### config.mk
export PLATFORM = sky130hd
export DESIGN_NAME = text_line_number_escape_stream_unit_flat
export DESIGN_NICKNAME = d
export VERILOG_FILES = /design/src/rtl/core/tlnes_pkg.sv /design/src/rtl/core/tlnes_if.sv /design/src/rtl/core/text_line_number_escape_stream_unit.sv /design/src/rtl/core/tlnes_front.sv /design/src/rtl/core/tlnes_fifo.sv /design/src/rtl/core/tlnes_back.sv /design/src/flat_wrapper.sv
export SDC_FILE = /design/constraint.sdc
export NUM_CORES = 1
export LEC_CHECK = 0
export BUFFER_PORTS_ARGS = -buffer_cell sky130_fd_sc_hd__buf_2
export CAP_MARGIN = 5
export CORE_ASPECT_RATIO = 2
export CORE_MARGIN = 2
export CORE_UTILIZATION = 35
export CTS_BUF_LIST = sky130_fd_sc_hd__clkbuf_8 sky130_fd_sc_hd__clkbuf_16
export CTS_CLUSTER_DIAMETER = 50
export CTS_CLUSTER_SIZE = 12
export DETAILED_ROUTE_END_ITERATION = 10
export PLACE_DENSITY_LB_ADDON = 0.2
export SYNTH_ARGS = -nofsm -noshare
export SYNTH_HDL_FRONTEND = slang
export SYNTH_HIERARCHICAL = 1
export SYNTH_SLANG_ARGS = --single-unit
### constraint.sdc
create_clock -name clk -period 7.35 [get_ports clk]
set_input_delay 1.47 -clock clk [delete_from_list [all_inputs] [get_ports clk]]
set_output_delay 1.47 -clock clk [all_outputs]
set_load 0.01 [all_outputs]
### src/rtl/core/tlnes_pkg.sv
`timescale 1ns / 1ps
`default_nettype none
// ----------------------------------------------------------------------------
// tlnes_pkg
// Shared types and constants of the line numbering and escaping formatter.
// ----------------------------------------------------------------------------
package tlnes_pkg;

    localparam int CFG_INDEX_W = 2;
    localparam int CFG_DATA_W  = 2;

    localparam logic [CFG_INDEX_W-1:0] REG_NUMBER_MODE      = 2'd0;
    localparam logic [CFG_INDEX_W-1:0] REG_SHOW_NONPRINTING = 2'd1;

    localparam logic [1:0] MODE_OFF = 2'd0;

    localparam int QUEUE_DEPTH = 4;
    localparam int QPTR_W      = 2;

    localparam logic [7:0] CH_TAB     = 8'h09;
    localparam logic [7:0] CH_NL      = 8'h0A;
    localparam logic [7:0] CH_SPACE   = 8'h20;
    localparam logic [7:0] CH_DOLLAR  = 8'h24;
    localparam logic [7:0] CH_DASH    = 8'h2D;
    localparam logic [7:0] CH_ZERO    = 8'h30;
    localparam logic [7:0] CH_QUEST   = 8'h3F;
    localparam logic [7:0] CH_M       = 8'h4D;
    localparam logic [7:0] CH_CARET   = 8'h5E;
    localparam logic [7:0] CH_DEL     = 8'h7F;
    localparam logic [7:0] CTRL_LIMIT = 8'h20;
    localparam logic [7:0] CTRL_SHIFT = 8'h40;

    // What the back end has to write for one input byte, apart from the number.
    typedef struct packed {
        logic       has_num;
        logic       m_prefix;
        logic       caret;
        logic       dollar;
        logic [7:0] ch;
    } tlnes_desc_t;

    localparam int DESC_W = $bits(tlnes_desc_t);

endpackage
`default_nettype wire

### src/rtl/core/tlnes_if.sv
`timescale 1ns / 1ps
`default_nettype none
// ----------------------------------------------------------------------------
// tlnes_if
// Valid/ready channels of the formatter: input bytes, output bytes, registers.
// ----------------------------------------------------------------------------
interface tlnes_in_if;
    logic       valid;
    logic       ready;
    logic [7:0] in_byte;
    logic       new_file;

    modport source (output valid, output in_byte, output new_file, input ready);
    modport sink   (input valid, input in_byte, input new_file, output ready);
endinterface

interface tlnes_out_if;
    logic       valid;
    logic       ready;
    logic [7:0] out_byte;
    logic       last_of_run;

    modport source (output valid, output out_byte, output last_of_run, input ready);
    modport sink   (input valid, input out_byte, input last_of_run, output ready);
endinterface

interface tlnes_cfg_if;
    logic       valid;
    logic       ready;
    logic [1:0] index;
    logic [1:0] data;

    modport source (output valid, output index, output data, input ready);
    modport sink   (input valid, input index, input data, output ready);
endinterface
`default_nettype wire

### src/rtl/core/text_line_number_escape_stream_unit.sv
`timescale 1ns / 1ps
`default_nettype none
// ----------------------------------------------------------------------------
// text_line_number_escape_stream_unit
// Line numbering and escaping text formatter, one output byte per cycle while the receiver is ready.
// ----------------------------------------------------------------------------
// Input bytes arrive on in_stream with new_file set on the first byte of a
// file; each transfer produces a run of output bytes on out_stream, the last
// one carrying last_of_run. The user must write registers through cfg only
// while idle, which the block itself does not enforce: index 0 number_mode,
// index 1 show_nonprinting. The front end takes one byte per cycle while
// its four-entry queue has room. The back end writes one output byte per
// cycle while the receiver is ready; an input byte produces one output byte
// for plain text, up to NUMBER_DIGITS + 5 with numbering and escapes. The
// back end sets the sustained rate.
// An input byte passes through the queue, the back end's entry registers
// and the output register. When the receiver stalls, the output register
// holds its byte, the queue fills and in_stream.ready drops.
// Reset clears the queue, sets the line counter to one at line start and
// turns numbering and escaping off.
// ----------------------------------------------------------------------------
module text_line_number_escape_stream_unit #(
    parameter int NUMBER_DIGITS = 6
) (
    input  wire logic   clk,
    input  wire logic   rst_n,
    tlnes_in_if.sink    in_stream,
    tlnes_out_if.source out_stream,
    tlnes_cfg_if.sink   cfg
);
    import tlnes_pkg::*;

    localparam int BCD_W = 4 * NUMBER_DIGITS;
    localparam int Q_W   = DESC_W + BCD_W;

    logic             q_push;
    logic             q_pop;
    logic             q_full;
    logic             q_empty;
    tlnes_desc_t      push_desc;
    logic [BCD_W-1:0] push_bcd;
    logic [Q_W-1:0]   head;
    tlnes_desc_t      head_desc;
    logic [BCD_W-1:0] head_bcd;

    tlnes_front #(
        .NUMBER_DIGITS(NUMBER_DIGITS)
    ) u_front (
        .clk      (clk),
        .rst_n    (rst_n),
        .in_stream(in_stream),
        .cfg      (cfg),
        .q_full   (q_full),
        .q_push   (q_push),
        .q_desc   (push_desc),
        .q_bcd    (push_bcd)
    );

    tlnes_fifo #(
        .WIDTH(Q_W)
    ) u_fifo (
        .clk    (clk),
        .rst_n  (rst_n),
        .push   (q_push),
        .wr_data({push_desc, push_bcd}),
        .pop    (q_pop),
        .rd_data(head),
        .full   (q_full),
        .empty  (q_empty)
    );

    assign head_desc = head[Q_W-1:BCD_W];
    assign head_bcd  = head[BCD_W-1:0];

    tlnes_back #(
        .NUMBER_DIGITS(NUMBER_DIGITS)
    ) u_back (
        .clk       (clk),
        .rst_n     (rst_n),
        .q_empty   (q_empty),
        .q_desc    (head_desc),
        .q_bcd     (head_bcd),
        .q_pop     (q_pop),
        .out_stream(out_stream)
    );

endmodule
`default_nettype wire

### src/rtl/core/tlnes_front.sv
`timescale 1ns / 1ps
`default_nettype none
// ----------------------------------------------------------------------------
// tlnes_front
// Accepts input bytes, keeps the line counter and classifies each byte.
// ----------------------------------------------------------------------------
module tlnes_front #(
    parameter int NUMBER_DIGITS = 6
) (
    input  wire logic                      clk,
    input  wire logic                      rst_n,
    tlnes_in_if.sink                       in_stream,
    tlnes_cfg_if.sink                      cfg,
    input  wire logic                      q_full,
    output logic                           q_push,
    output tlnes_pkg::tlnes_desc_t         q_desc,
    output logic [4*NUMBER_DIGITS-1:0]     q_bcd
);
    import tlnes_pkg::*;

    localparam int BCD_W = 4 * NUMBER_DIGITS;

    logic [1:0]       mode_reg;
    logic             show_reg;
    logic [BCD_W-1:0] count_reg, count_next;
    logic             start_reg, start_next;

    logic             accept;
    logic [BCD_W-1:0] eff_count;
    logic             eff_start;
    logic [7:0]       c;
    logic [7:0]       c7;
    logic             is_nl;
    logic             has_num;
    logic [NUMBER_DIGITS:0] lower_nine;
    logic [BCD_W-1:0] inc_count;

    assign cfg.ready       = 1'b1;
    assign in_stream.ready = !q_full;
    assign accept          = in_stream.valid && !q_full;

    assign c         = in_stream.in_byte;
    assign is_nl     = (c == CH_NL);
    assign eff_count = in_stream.new_file ? BCD_W'(1) : count_reg;
    assign eff_start = in_stream.new_file || start_reg;
    assign has_num   = eff_start && (mode_reg != MODE_OFF) && (!mode_reg[1] || !is_nl);
    assign c7        = c[7] ? {1'b0, c[6:0]} : c;

    // A digit steps when every digit below it is nine; all nines holds.
    always_comb
    begin
        lower_nine[0] = 1'b1;
        for (int i = 0; i < NUMBER_DIGITS; i++)
        begin
            lower_nine[i+1] = lower_nine[i] && (eff_count[4*i +: 4] == 4'd9);
        end
        for (int i = 0; i < NUMBER_DIGITS; i++)
        begin
            if (lower_nine[NUMBER_DIGITS] || !lower_nine[i])
                inc_count[4*i +: 4] = eff_count[4*i +: 4];
            else if (eff_count[4*i +: 4] == 4'd9)
                inc_count[4*i +: 4] = 4'd0;
            else
                inc_count[4*i +: 4] = eff_count[4*i +: 4] + 4'd1;
        end
    end

    always_comb
    begin
        q_desc          = '0;
        q_desc.has_num  = has_num;
        q_desc.ch       = c;
        if (is_nl)
        begin
            q_desc.dollar = show_reg;
        end
        else if (show_reg)
        begin
            q_desc.m_prefix = c[7];
            if (c7 < CTRL_LIMIT && c7 != CH_TAB)
            begin
                q_desc.caret = 1'b1;
                q_desc.ch    = c7 + CTRL_SHIFT;
            end
            else if (c7 == CH_DEL)
            begin
                q_desc.caret = 1'b1;
                q_desc.ch    = CH_QUEST;
            end
            else
            begin
                q_desc.ch = c7;
            end
        end
    end

    assign q_push = accept;
    assign q_bcd  = eff_count;

    always_comb
    begin
        count_next = count_reg;
        start_next = start_reg;
        if (accept)
        begin
            count_next = has_num ? inc_count : eff_count;
            start_next = is_nl;
        end
    end

    always_ff @(posedge clk or negedge rst_n)
    begin
        if (!rst_n)
        begin
            mode_reg  <= MODE_OFF;
            show_reg  <= 1'b0;
            count_reg <= BCD_W'(1);
            start_reg <= 1'b1;
        end
        else
        begin
            count_reg <= count_next;
            start_reg <= start_next;
            if (cfg.valid)
            begin
                if (cfg.index == REG_NUMBER_MODE)
                    mode_reg <= cfg.data;
                else if (cfg.index == REG_SHOW_NONPRINTING)
                    show_reg <= cfg.data[0];
            end
        end
    end

endmodule
`default_nettype wire

### src/rtl/core/tlnes_fifo.sv
`timescale 1ns / 1ps
`default_nettype none
// ----------------------------------------------------------------------------
// tlnes_fifo
// Short queue of classified bytes between the front and back ends.
// ----------------------------------------------------------------------------
module tlnes_fifo #(
    parameter int WIDTH = 36
) (
    input  wire logic             clk,
    input  wire logic             rst_n,
    input  wire logic             push,
    input  wire logic [WIDTH-1:0] wr_data,
    input  wire logic             pop,
    output logic [WIDTH-1:0]      rd_data,
    output logic                  full,
    output logic                  empty
);
    import tlnes_pkg::*;

    logic [WIDTH-1:0] mem_reg [QUEUE_DEPTH];
    logic [QPTR_W-1:0] wr_ptr_reg;
    logic [QPTR_W-1:0] rd_ptr_reg;
    logic [QPTR_W:0]   count_reg;

    assign full    = (count_reg == (QPTR_W+1)'(QUEUE_DEPTH));
    assign empty   = (count_reg == '0);
    assign rd_data = mem_reg[rd_ptr_reg];

    always_ff @(posedge clk)
    begin
        if (push)
            mem_reg[wr_ptr_reg] <= wr_data;
    end

    always_ff @(posedge clk or negedge rst_n)
    begin
        if (!rst_n)
        begin
            wr_ptr_reg <= '0;
            rd_ptr_reg <= '0;
            count_reg  <= '0;
        end
        else
        begin
            if (push)
                wr_ptr_reg <= wr_ptr_reg + 1'b1;
            if (pop)
                rd_ptr_reg <= rd_ptr_reg + 1'b1;
            if (push && !pop)
                count_reg <= count_reg + 1'b1;
            else if (pop && !push)
                count_reg <= count_reg - 1'b1;
        end
    end

endmodule
`default_nettype wire

### src/rtl/core/tlnes_back.sv
`timescale 1ns / 1ps
`default_nettype none
// ----------------------------------------------------------------------------
// tlnes_back
// Expands each queued entry into its output bytes, one byte per cycle while the receiver is ready.
// ----------------------------------------------------------------------------
module tlnes_back #(
    parameter int NUMBER_DIGITS = 6
) (
    input  wire logic                        clk,
    input  wire logic                        rst_n,
    input  wire logic                        q_empty,
    input  wire tlnes_pkg::tlnes_desc_t      q_desc,
    input  wire logic [4*NUMBER_DIGITS-1:0]  q_bcd,
    output logic                             q_pop,
    tlnes_out_if.source                      out_stream
);
    import tlnes_pkg::*;

    localparam int BCD_W = 4 * NUMBER_DIGITS;
    localparam int DIG_W = (NUMBER_DIGITS > 1) ? $clog2(NUMBER_DIGITS) : 1;

    typedef enum logic [2:0] {
        S_NUM,
        S_TAB,
        S_M,
        S_DASH,
        S_CARET,
        S_DOLLAR,
        S_CHAR
    } phase_t;

    logic             busy_reg, busy_next;
    phase_t           phase_reg, phase_next;
    logic [DIG_W-1:0] digit_reg, digit_next;
    logic             lead_reg, lead_next;
    tlnes_desc_t      cur_reg, cur_next;
    logic [BCD_W-1:0] bcd_reg, bcd_next;
    logic             out_valid_reg, out_valid_next;
    logic [7:0]       out_byte_reg, out_byte_next;
    logic             out_last_reg, out_last_next;

    logic             adv;
    logic [3:0]       dig;
    logic             dig_lead;

    function automatic phase_t after_num(input tlnes_desc_t d);
        if (d.m_prefix)
            return S_M;
        else if (d.caret)
            return S_CARET;
        else if (d.dollar)
            return S_DOLLAR;
        else
            return S_CHAR;
    endfunction

    assign adv      = !out_valid_reg || out_stream.ready;
    assign dig      = bcd_reg[4*digit_reg +: 4];
    assign dig_lead = lead_reg && (dig == 4'd0) && (digit_reg != '0);

    always_comb
    begin
        busy_next      = busy_reg;
        phase_next     = phase_reg;
        digit_next     = digit_reg;
        lead_next      = lead_reg;
        cur_next       = cur_reg;
        bcd_next       = bcd_reg;
        out_valid_next = out_valid_reg && !out_stream.ready;
        out_byte_next  = out_byte_reg;
        out_last_next  = out_last_reg;
        q_pop          = 1'b0;

        if (busy_reg && adv)
        begin
            out_valid_next = 1'b1;
            out_last_next  = 1'b0;
            unique case (phase_reg)
                S_NUM:
                begin
                    out_byte_next = dig_lead ? CH_SPACE : (CH_ZERO + {4'd0, dig});
                    lead_next     = dig_lead;
                    if (digit_reg == '0)
                        phase_next = S_TAB;
                    else
                        digit_next = digit_reg - 1'b1;
                end
                S_TAB:
                begin
                    out_byte_next = CH_TAB;
                    phase_next    = after_num(cur_reg);
                end
                S_M:
                begin
                    out_byte_next = CH_M;
                    phase_next    = S_DASH;
                end
                S_DASH:
                begin
                    out_byte_next = CH_DASH;
                    phase_next    = cur_reg.caret ? S_CARET : S_CHAR;
                end
                S_CARET:
                begin
                    out_byte_next = CH_CARET;
                    phase_next    = S_CHAR;
                end
                S_DOLLAR:
                begin
                    out_byte_next = CH_DOLLAR;
                    phase_next    = S_CHAR;
                end
                S_CHAR:
                begin
                    out_byte_next = cur_reg.ch;
                    out_last_next = 1'b1;
                    busy_next     = 1'b0;
                end
                default:
                begin
                    phase_next = S_CHAR;
                end
            endcase
        end

        // The next entry is loaded as soon as the current one has written its last byte.
        if (!q_empty && (!busy_reg || (adv && phase_reg == S_CHAR)))
        begin
            q_pop      = 1'b1;
            busy_next  = 1'b1;
            cur_next   = q_desc;
            bcd_next   = q_bcd;
            digit_next = DIG_W'(NUMBER_DIGITS - 1);
            lead_next  = 1'b1;
            phase_next = q_desc.has_num ? S_NUM : after_num(q_desc);
        end
    end

    always_ff @(posedge clk or negedge rst_n)
    begin
        if (!rst_n)
        begin
            busy_reg      <= 1'b0;
            phase_reg     <= S_CHAR;
            digit_reg     <= '0;
            lead_reg      <= 1'b1;
            out_valid_reg <= 1'b0;
        end
        else
        begin
            busy_reg      <= busy_next;
            phase_reg     <= phase_next;
            digit_reg     <= digit_next;
            lead_reg      <= lead_next;
            out_valid_reg <= out_valid_next;
        end
    end

    always_ff @(posedge clk)
    begin
        cur_reg      <= cur_next;
        bcd_reg      <= bcd_next;
        out_byte_reg <= out_byte_next;
        out_last_reg <= out_last_next;
    end

    assign out_stream.valid       = out_valid_reg;
    assign out_stream.out_byte    = out_byte_reg;
    assign out_stream.last_of_run = out_last_reg;

    a_pop_not_empty: assert property (@(posedge clk) disable iff (!rst_n)
        q_pop |-> !q_empty)
        else $error("queue popped while empty");

    a_num_phase_has_num: assert property (@(posedge clk) disable iff (!rst_n)
        (busy_reg && phase_reg == S_NUM) |-> cur_reg.has_num)
        else $error("number phase on an entry without a number");

    a_dash_after_m: assert property (@(posedge clk) disable iff (!rst_n)
        (busy_reg && phase_reg == S_DASH) |-> cur_reg.m_prefix)
        else $error("dash phase without a high byte prefix");

    a_last_ends_run: assert property (@(posedge clk) disable iff (!rst_n)
        (busy_reg && adv && phase_reg == S_CHAR) |=> (out_valid_reg && out_last_reg))
        else $error("final byte of a run not marked");

endmodule
`default_nettype wire
### src/flat_wrapper.sv
// flat-port wrapper written by rule: the top's interface ports become plain ports
module text_line_number_escape_stream_unit_flat import tlnes_pkg::*;
#(
    parameter int NUMBER_DIGITS = 6
)
  (clk, rst_n, in_stream_valid, in_stream_in_byte, in_stream_new_file, in_stream_ready, out_stream_valid, out_stream_out_byte, out_stream_last_of_run, out_stream_ready, cfg_valid, cfg_index, cfg_data, cfg_ready);
  tlnes_in_if in_stream_i ();
  tlnes_out_if out_stream_i ();
  tlnes_cfg_if cfg_i ();
  input  wire logic clk;
  input  wire logic rst_n;
  input wire logic [$bits(in_stream_i.valid)-1:0] in_stream_valid;
  input wire logic [$bits(in_stream_i.in_byte)-1:0] in_stream_in_byte;
  input wire logic [$bits(in_stream_i.new_file)-1:0] in_stream_new_file;
  output wire logic [$bits(in_stream_i.ready)-1:0] in_stream_ready;
  output wire logic [$bits(out_stream_i.valid)-1:0] out_stream_valid;
  output wire logic [$bits(out_stream_i.out_byte)-1:0] out_stream_out_byte;
  output wire logic [$bits(out_stream_i.last_of_run)-1:0] out_stream_last_of_run;
  input wire logic [$bits(out_stream_i.ready)-1:0] out_stream_ready;
  input wire logic [$bits(cfg_i.valid)-1:0] cfg_valid;
  input wire logic [$bits(cfg_i.index)-1:0] cfg_index;
  input wire logic [$bits(cfg_i.data)-1:0] cfg_data;
  output wire logic [$bits(cfg_i.ready)-1:0] cfg_ready;
  assign in_stream_i.valid = in_stream_valid;
  assign in_stream_i.in_byte = in_stream_in_byte;
  assign in_stream_i.new_file = in_stream_new_file;
  assign in_stream_ready = in_stream_i.ready;
  assign out_stream_valid = out_stream_i.valid;
  assign out_stream_out_byte = out_stream_i.out_byte;
  assign out_stream_last_of_run = out_stream_i.last_of_run;
  assign out_stream_i.ready = out_stream_ready;
  assign cfg_i.valid = cfg_valid;
  assign cfg_i.index = cfg_index;
  assign cfg_i.data = cfg_data;
  assign cfg_ready = cfg_i.ready;
  text_line_number_escape_stream_unit #(.NUMBER_DIGITS(NUMBER_DIGITS)) u_core (.clk(clk), .rst_n(rst_n), .in_stream(in_stream_i), .out_stream(out_stream_i), .cfg(cfg_i));
endmodule
=== Word-level counts from Yosys, hierarchy flattened ===
Memories as Yosys holds them, arrays and structs flattened.
Cells that the tools add are included.

* $add $sub $neg: 13
* Order comparisons: 1
* Eq/ne operators: 20
* Shift-type cells: 1
* Muxes and demuxes: 54
* Bitwise logic cells: 1
* Reductions and logical operators: 59

{| class="wikitable"
|+ Operators with widths
! cell !! count
|-
| $pmux W8 S7 || 1
|-
| $mux W24 || 2
|-
| $mux W4 || 12
|-
| $mux W3 || 12
|-
| $add A4 B1 Y4 const B || 6
|-
| $eq A4 B4 Y1 const B || 6
|-
| $mux W8 || 3
|-
| $shiftx A24 B6 Y4 || 1
|-
| $logic_and A1 B1 Y1 || 17
|-
| $pmux W3 S5 || 1
|-
| $logic_not A1 Y1 || 14
|-
| $mux W1 || 14
|-
| $mux W2 || 7
|-
| $mux W7 || 2
|-
| $eq A3 B3 Y1 const B || 4
|-
| $reduce_bool A2 Y1 || 5
|-
| $logic_not A3 Y1 || 3
|-
| $logic_or A1 B1 Y1 || 9
|-
| $reduce_and A3 Y1 || 3
|-
| $add A7 B7 Y8 const B || 1
|-
| $eq A8 B4 Y1 const B || 1
|-
| $reduce_and A2 Y1 || 4
|-
| $add A6 B4 Y7 const A || 1
|-
| $eq A7 B7 Y1 const B || 1
|-
| other kinds (15) || 19
|}

* Flip-flop bits (word level): 88
* RAM bits: 144
* Input bits: 18
* Output and inout bits: 12
* Word-level logic and storage cells: 169
* Memories: 1

{| class="wikitable"
|+ Memories
! name !! depth !! bits a word !! read ports !! clocked after memory_dff !! write ports !! RTL line !! source
|-
| u_core.u_fifo.mem_reg || 4 || 36 || 1 || 0 || 1 || tlnes_fifo.sv:21 || <nowiki>logic [WIDTH-1:0] mem_reg [QUEUE_DEPTH];</nowiki>
|}

=== Depth between registers and ports, before layout ===
Gate-level depths: netlist (run 1).

* Depth after elaboration: 10
* Gate-level depth with buffers: 12
* Mapped depth without buffers: 10

=== Cells and area by module ===
Netlist (run 1), hierarchy kept.

{| class="wikitable"
|+ By module, submodules not included
! module !! times used !! cells an instance !! area an instance (um^2)
|-
| tlnes_fifo || 1 || 222 || 5604.1
|-
| tlnes_back || 1 || 172 || 2359.8
|-
| tlnes_front || 1 || 263 || 2110.8
|}

=== Least setup slack after synthesis (run 1) ===
OpenSTA, ideal clock, no wires.

* Kind: input-to-reg
* Start: input port in_stream_valid
* End: memory u_core.u_fifo.mem_reg[0][0] (enable)
* Setup time: 397 ps
* Arrival: 3265 ps
* Data required time: 6953 ps
* Path slack: 3689 ps
* Stages: 5
* Buffers on the path: 2
* Path through: nand2b_1 inv_1 clkbuf_1 clkbuf_1 and2_1

* Cells in the longest elaborated chain, start to end: 3

{| class="wikitable"
|+ RTL lines
! what !! RTL line !! source
|-
| start, declared || flat_wrapper.sv:12 || <nowiki>input wire logic [$bits(in_stream_i.valid)-1:0] in_stream_valid;</nowiki>
|-
| $logic_and A1 B1 Y1 || tlnes_front.sv:40 || <nowiki>assign accept = in_stream.valid && !q_full;</nowiki>
|-
| named net u_core.q_push || text_line_number_escape_stream_unit.sv:36 || <nowiki>logic q_push;</nowiki>
|-
| $mux W1 || tlnes_fifo.sv:32 || <nowiki>if (push)</nowiki>
|-
| $mux W1 (implied by the code) || tlnes_fifo.sv:33 || <nowiki>mem_reg[wr_ptr_reg] <= wr_data;</nowiki>
|-
| end, declared || tlnes_fifo.sv:21 ||
|}

The timed path passes the listed nets, and every way through them passes these cells.

=== Worst setup path in the final report (run 1) ===
* Start: input port in_stream_valid
* End: memory u_core.u_fifo.mem_reg[0][15] (enable)

The elaborated chain is that of the path after synthesis.

==> summary by stage, run 1 <==
Run status
The run finished with clean final reports.

Clock tree
The maximum root-to-sink buffer count is 3. TritonCTS built the clock tree. The root cell of the clock tree is clkbuf_16. The number of hold buffers added after CTS is 0. The number of post-CTS setup repair buffers is 0. After clock tree synthesis, the clock-pin slew on the worst setup and hold paths is 0.06 ns. The number of H-tree levels is 1.

In this run, post-CTS repair resized a total of 0 instances. The clock latency on the worst-skew pair is 0.51 ns. The tree built by TritonCTS fans out to 232 sinks.

The number of clock buffers added by TritonCTS is 23.

Timing
The worst setup slack after layout is 4.007 ns. The routed design could run at a clock period as short as 3.343 ns. The final-report hold violation count is 0. The final number of max-transition violations came to 0. Summed over all failing endpoints, the final setup total negative slack is 0 ns. Setup repair after global routing left no endpoint under its margin. The actual transition at the worst max-transition pin is 1.026 ns. The highest attainable clock frequency is 0.2991 GHz. The part of the cycle the worst path needs is 45.48%. The worst-case clock skew is 0.01396 ns.

The max-slew headroom at the worst pin is 31.59%. The setup violation total in the final timing report is 0.

Placed design
The weighted congestion reported at the end of routability-driven placement is 0.7973. The wire-length estimate of the detail-placed layout is 13,740 µm. The number of port buffers is 28. The total instance count after detailed placement is 1,009.

Prior to clock tree synthesis, the placed netlist has a worst setup slack of 3.431 ns.

Worst setup path
The kind of end point of the critical path is a flip-flop. STA classifies the critical path startpoint as an input port. Data arrives at the worst endpoint at 3.47 ns.

Together, buffers and inverters on the worst path number 3. The slowest stage of the critical path belongs to the cell and2_2. The worst-path maximum fanout is 36.

The worst path required time is 7.47 ns. Walking the worst path, the cells encountered are buf_2 > nand2b_1 > buf_4 > inv_1 > and2_2. The category of cells accounting for the largest share of critical-path delay is simple AND/OR/NAND/NOR gates. The largest stage delay on the critical path is 0.96 ns. The worst setup path category is in2reg.

Yosys
The average instance in the mapped netlist occupies 15.33 µm². Ranked by instance count, the synthesized netlist is headed by 188 x edfxtp_1, 47 x nand2_1, 39 x dfrtp_1. The summed instance area of the synthesized netlist is 10,070 µm². After synthesis, the cell types taking the most area are edfxtp_1 56%, dfrtp_1 9.7%, mux4_2 8.3%, nand2_1 1.8%, nor2b_1 1.6%. In this run, synthesis inferred 188 flip-flops with an integrated enable. The number of nets handed over by synthesis was 683. The share of the Yosys chip area taken by registers is 67.03%. In the synthesized netlist the dominant register cell turns out to be edfxtp_1. The most numerous cell in the Yosys netlist is edfxtp_1. The netlist uses 80 different library cells.

For this run, asynchronously set or reset flops after synthesis account for 18.97%. The biggest area contributor in the post-synthesis netlist is edfxtp_1. The count of synthesis-stage warnings from yosys is 6. Summed over its instances, the top area cell type makes up 56.04% of the synthesized netlist area. The count of state elements after synthesis is 232.

The cell count after synthesis came out at 657.

Floorplanning
After floorplanning, the core was sized to cover 28,300 µm². The floorplan die width is 124.0 µm. The die covers 30,240 µm².

The cell row count is 87. The count of pins on the block boundary is 30. The die is 243.9 µm tall. Once the floorplan was initialized, standard cells occupied 35.60% of the core.

Routing
The via density per instance is 5.288. The detail route stage leaves a number of antenna-violating nets equal to 0. The first-pass detailed-route iteration total is 4. The wire length per cell after detailed routing is 19.50 µm. The number of remaining DRC errors is 0.

The aggregate routed wire length is 20,490 µm. The vias after detailed routing is 5,558. For this block, the initial DRC count from the detailed router was 333.

Global routing
Summed over all layers, the global routing overflow is 0. In the global route stage, overall resource usage came out at 14.49%. The first global-routing pass estimated 33,210 µm of wire.

The number of antenna violations at the first check in global routing is 0. The largest net degree at the start of global routing is 48. The number of global-route vias before repair is 6,073.

Run
Across the run, the number of max-cap violations was 0.

Layout
In the final design database the tool counted 704 nets. The number of non-filler instances in the completed layout is 1,051. The flip-flop count of the largest register, all copies and words added is 144. The total inserted antenna cells is 0. Cells fill 39.37% of the core in the end. The post-route netlist has 17.84% of its cells at a drive strength greater than 1. The number of filler instances in the final layout is 2,666. From synthesis to final layout, the design area changed by 10.61%.

Power
The design draws 4.011 mW. The largest vdd supply drop is 0.0001675 V. The leakage component of the power is 4.004 nW. Dividing total power by cell area gives a power density of 360.0 nW/µm².

Worst hold path
The path class of the lowest-slack min-delay path is reg2reg.
-- power breakdown --
group | internal, mW | switching, mW | total (mW) | leakage, nW
clock | 0.567 | 0.464 | 1.03 | 0.383
sequential | 1.80 | 0.154 | 1.95 | 2.39
combinational | 0.427 | 0.599 | 1.03 | 1.23
-- placed cells by master, fill, tap and decap left out, types with 6 or more instances in the layout --
cell type / instances
nand2_1: 47
a21oi_1: 14
nand3_1: 15
nand4_1: 9
or3_1: 6
nor3_1: 13
nor3b_1: 7
nand2b_1: 11
a211oi_1: 6
buf_2: 28
nor4_1: 7
nor2_1: 24
nor2b_1: 25
o21ai_0: 19
and3_1: 6
clkbuf_16: 23
edfxtp_1: 188
mux4_2: 37
dfrtp_1: 38
inv_1: 35
mux2i_1: 13
ha_1: 7
mux2_2: 6
-- kinds of logic (layout without fill, tap and decap cells) --
group | after synthesis | after routing | share of synthesized area [%]
AOI/OAI and AO/OA | 83 | 83 | 5.775
xor gates and xnor gates | 8 | 8 | 0.6955
adders and majority gates | 8 | 8 | 1.068
buffers and inverters | 57 | 95 | 2.906
DFF | 232 | 232 | 67.03
muxes | 62 | 62 | 10.94
other | 1 | 1 | 0.03722
and+or+nand+nor | 206 | 206 | 11.55
-- final cells by class --
class	count	area, µm²	area share (%)
inverter	20	75.07	0.6737
sequential	232	6754	60.61
timing repair buffer	33	177.7	1.594
clock inverter	19	81.33	0.7298
clock buffer	23	575.6	5.165
multi-input combinational	368	3034	27.23
tap	356	445.4	3.997
-- per-layer routing --
metal / track usage (%) / part of all wire [%] / vias up
met2: 27.59 / 57 / 107
met4: 6.114 / 3.5 / 0
met3: 1.516 / 2.6 / 36
met5: 0 / 0 / -
met1: 15.78 / 36 / 2832
li1: - / - / 2583
-- worst register-to-register path, delay by kind of cell, from the launching register on --
family / cells / cell delay (ns)
adder cells (fa/ha/maj): 2 / 0.84
buffers and inverters: 3 / 0.88
flip-flops: 1 / 0.45
multiplexers: 1 / 0.28
AND/OR/NAND/NOR: 2 / 0.56
-- metrics by stage --
step	instance area, µm²	hold WS, ns
final	11140	0.4786
after global routing	11140	0.5127
after CTS	11140	0.4847
after detailed placement	10490	0.4760
after global placement	10490	0.4710
after floorplan	10070	0.4391
-- worst paths after layout --
kind                                             from                           end  slack, ns  depth (start not counted)
max                                   in_stream_valid  u_core/u_fifo/mem_reg[0][15]       4.01                          5
min                          u_core/u_front/start_reg      u_core/u_front/start_reg       0.48                          2
max reg2reg                u_core/u_fifo/count_reg[0]    u_core/u_fifo/count_reg[1]       4.21                          8
min reg2reg                  u_core/u_front/start_reg      u_core/u_front/start_reg       0.48                          2
max in group asynchronous                       rst_n   u_core/u_fifo/rd_ptr_reg[0]       5.76                          2
min in group asynchronous                       rst_n    u_core/u_back/phase_reg[0]       1.08                          2
Power figures use the tool's default switching activity.
==> run 2, diff against run 1 <==
==> constraint.sdc (replaced) <==
create_clock -name clk -period 3 [get_ports clk]
set_input_delay 0.6 -clock clk [delete_from_list [all_inputs] [get_ports clk]]
set_output_delay 0.6 -clock clk [all_outputs]
set_load 0.01 [all_outputs]
==> summary by stage, run 2 (synthesis results as in run 1) <==
Worst setup path
The kind of start point of the critical path is a flip-flop. The startpoint identified for the worst register-to-register timing path is u_core/u_front/count_reg[0]. For the worst flop-to-flop path, the logic depth is 5. Traced cell by cell, the critical path runs through nor4bb_1 > nand3_1 > nor4_1 > mux2i_1 > o21ai_0.

The largest stage delay on the critical path is 0.66 ns. STA classifies the critical path endpoint as a flip-flop. The destination of the worst register-to-register timing path is u_core/u_front/count_reg[21].

Across all register-to-register paths, the minimum setup slack is 0.34 ns. The cell with the largest stage delay on the worst path is nor4bb_1. The data arrival time at the worst-slack endpoint is 3.04 ns. By startpoint and endpoint, the worst setup path is classified as reg2reg.

STA puts the critical path data required time at 3.38 ns. In this run the worst path has a maximum fanout of 10.

Layout
The area growth from synthesis to layout is 11.92%. The flip-flop and latch area is 6754 µm². Leaving out fill and tap cells, the most frequent cells in the layout are 188 x edfxtp_1, 47 x nand2_1, 38 x dfrtp_1. Leaving out fill and tap cells, the most frequent cell in the layout is edfxtp_1. After routing the design area is 11,280 µm². The register with the most flip-flops in the layout has 144 of them. The fraction of final layout cells with drive strength greater than 1 is 19.69%. The number of filler instances in the final layout is 2,618. The footprint of the multi-input gates is 3034 µm². The layout net count is 720. The number of antenna diodes in the final layout is 0.

Timing
In the final timing run, aggregate negative setup slack is 0 ns. The final-report hold violation count is 0. Dividing the final minimum period by the clock period gives 88.53%. Setup violations remaining at the end of the flow were counted as 0. The max-slew headroom at the worst pin is 30.35%. Setup repair after global routing left no endpoint under its margin. The final number of max-transition violations came to 0.

The clock arrives with 0.01136 ns of skew. For the pin with the worst max-slew slack, the measured transition is 1.045 ns. For the finished layout, the period the worst path requires is 2.656 ns. The worst setup slack after layout is 0.3441 ns. The highest attainable clock frequency is 0.3765 GHz.

Global routing
The number of global-route vias before repair is 6,224. The wire length of the first global-routing pass is 34,550 µm. The total overflow left after global routing is 0.

The largest net degree at the start of global routing is 47. The number of antenna violations at the first check in global routing is 0. Global routing used 15.19% of the available tracks.

Routing
The remaining antenna violation count after routing is 0. The first-pass detailed-route iteration total is 4. For this run, design rule violations remaining after detail routing come to 0. The wire length per cell after detailed routing is 20.56 µm. After the first detailed-routing iteration, the DRC count stood at 299. The via density per instance is 5.396. After detailed routing, the total wire length is 21,940 µm. For this block, the via count after detailed routing is 5,758.

Placed design
The number of port buffers is 28. The placed wire-length estimate is 15,030 µm. The weighted congestion reported at the end of routability-driven placement is 0.8034.

The minimum setup slack after placement is 0.3598 ns. Once placement finished, the instance area stood at 10,620 µm².

Clock tree
The total of cells resized after clock tree synthesis is 0. The CTS buffer count is 23. The number of sinks handled by clock tree synthesis is 232. The root cell of the clock tree is clkbuf_16.

The maximum root-to-sink buffer count is 3. CTS built an H-tree with a depth of 1. The clock latency on the worst-skew pair is 0.51 ns. The number of post-CTS setup repair buffers is 0. After clock tree synthesis, the clock-pin slew on the worst setup and hold paths is 0.06 ns.

The clock tree from TritonCTS is yes. After clock tree synthesis, the flow added hold-fix buffers numbering 0.

Power
The total design power is 9.955 mW. The share of total power in the clock network is 25.7%. The part of the total power dissipated in sequential elements is 48.4%. The largest vdd supply drop is 0.0003666 V.

The switching power of the nets is 3.051 mW. The cell internal power dissipation is 6.905 mW. The leakage component of the power is 4.086 nW. In this run switching power makes up 30.65% of total power. The power density of the placed cells is 882.9 nW/µm². Combinational logic burns 25.9% of the power.

Floorplanning
In this run the vertical extent of the chip is 243.9 µm. The die area is 30,240 µm². The count of pins on the block boundary is 30.

The initial utilization of the core area, before any placement, comes to 35.60%. The floorplan die width is 124.0 µm. The core region is 28,300 µm². The cell row count is 87.

Worst hold path
The path class of the lowest-slack min-delay path is in2async.

Run status
The flow ran to the end, and the final reports show no timing, DRC or antenna violations.

Run
Across the run, the number of max-cap violations was 0.
[run 2: cell count changes in the layout (fill, tap and decap cells not counted)]
| cell | before | now |
|---|---|---|
| buf_12 | 0 | 1 |
| buf_4 | 5 | 20 |
[run 2: metal layers]
layer  GRT usage [%]  vias up  share of wire, %
met5               0        -                 0
met4           8.493        0               5.3
met3           1.539       49               2.9
met2           28.44      147                56
met1           16.05     2946                36
li1                -     2616                 -
[run 2: final cells by class]
class	count	area share, %
clock buffer	23	5.104
clock inverter	19	0.7213
inverter	20	0.6658
multi-input combinational	368	26.91
sequential	232	59.90
tap	356	3.950
timing repair buffer	49	2.752
[run 2: power groups by stage]
stage,Sequential [mW],Combinational (mW),Clock [mW]
final,4.82,2.58,2.56
after global routing,4.91,2.87,2.76
after CTS,4.83,2.66,2.64
after detailed placement,4.89,2.65,0
after global placement,4.85,2.58,0
after floorplan,4.68,2.02,0
[run 2: worst max-delay path, delay by kind of cell (launching register included)]
| family | cells | cell delay, ns |
|---|---|---|
| compound gates | 1 | 0.08 |
| flops | 1 | 0.62 |
| mux | 1 | 0.23 |
| simple gates | 3 | 1.59 |
[run 2: worst max path at each step]
stage,from,end,slack [ns],cells after the start
after floorplan,u_core/u_fifo/count_reg[2],u_core/u_fifo/mem_reg[0][0],0.19,6
after global placement,in_stream_new_file,u_core/u_front/count_reg[12],0.41,7
after detailed placement,in_stream_in_byte[2],u_core/u_front/count_reg[12],0.36,7
after CTS,u_core/u_front/count_reg[0],u_core/u_front/count_reg[3],0.37,5
after global routing,u_core/u_front/count_reg[0],u_core/u_front/count_reg[3],0.21,5
final,u_core/u_front/count_reg[0],u_core/u_front/count_reg[21],0.34,5
[run 2: per-stage QoR]
stage               cells  util (%)  hold WS, ns
finish               1067     39.84       0.2078
global route         1067     39.84       0.2423
CTS                  1067     39.84       0.2173
detailed placement   1025     37.52       0.4822
global placement     1025     37.52       0.4717
floorplan             657         -       0.3044
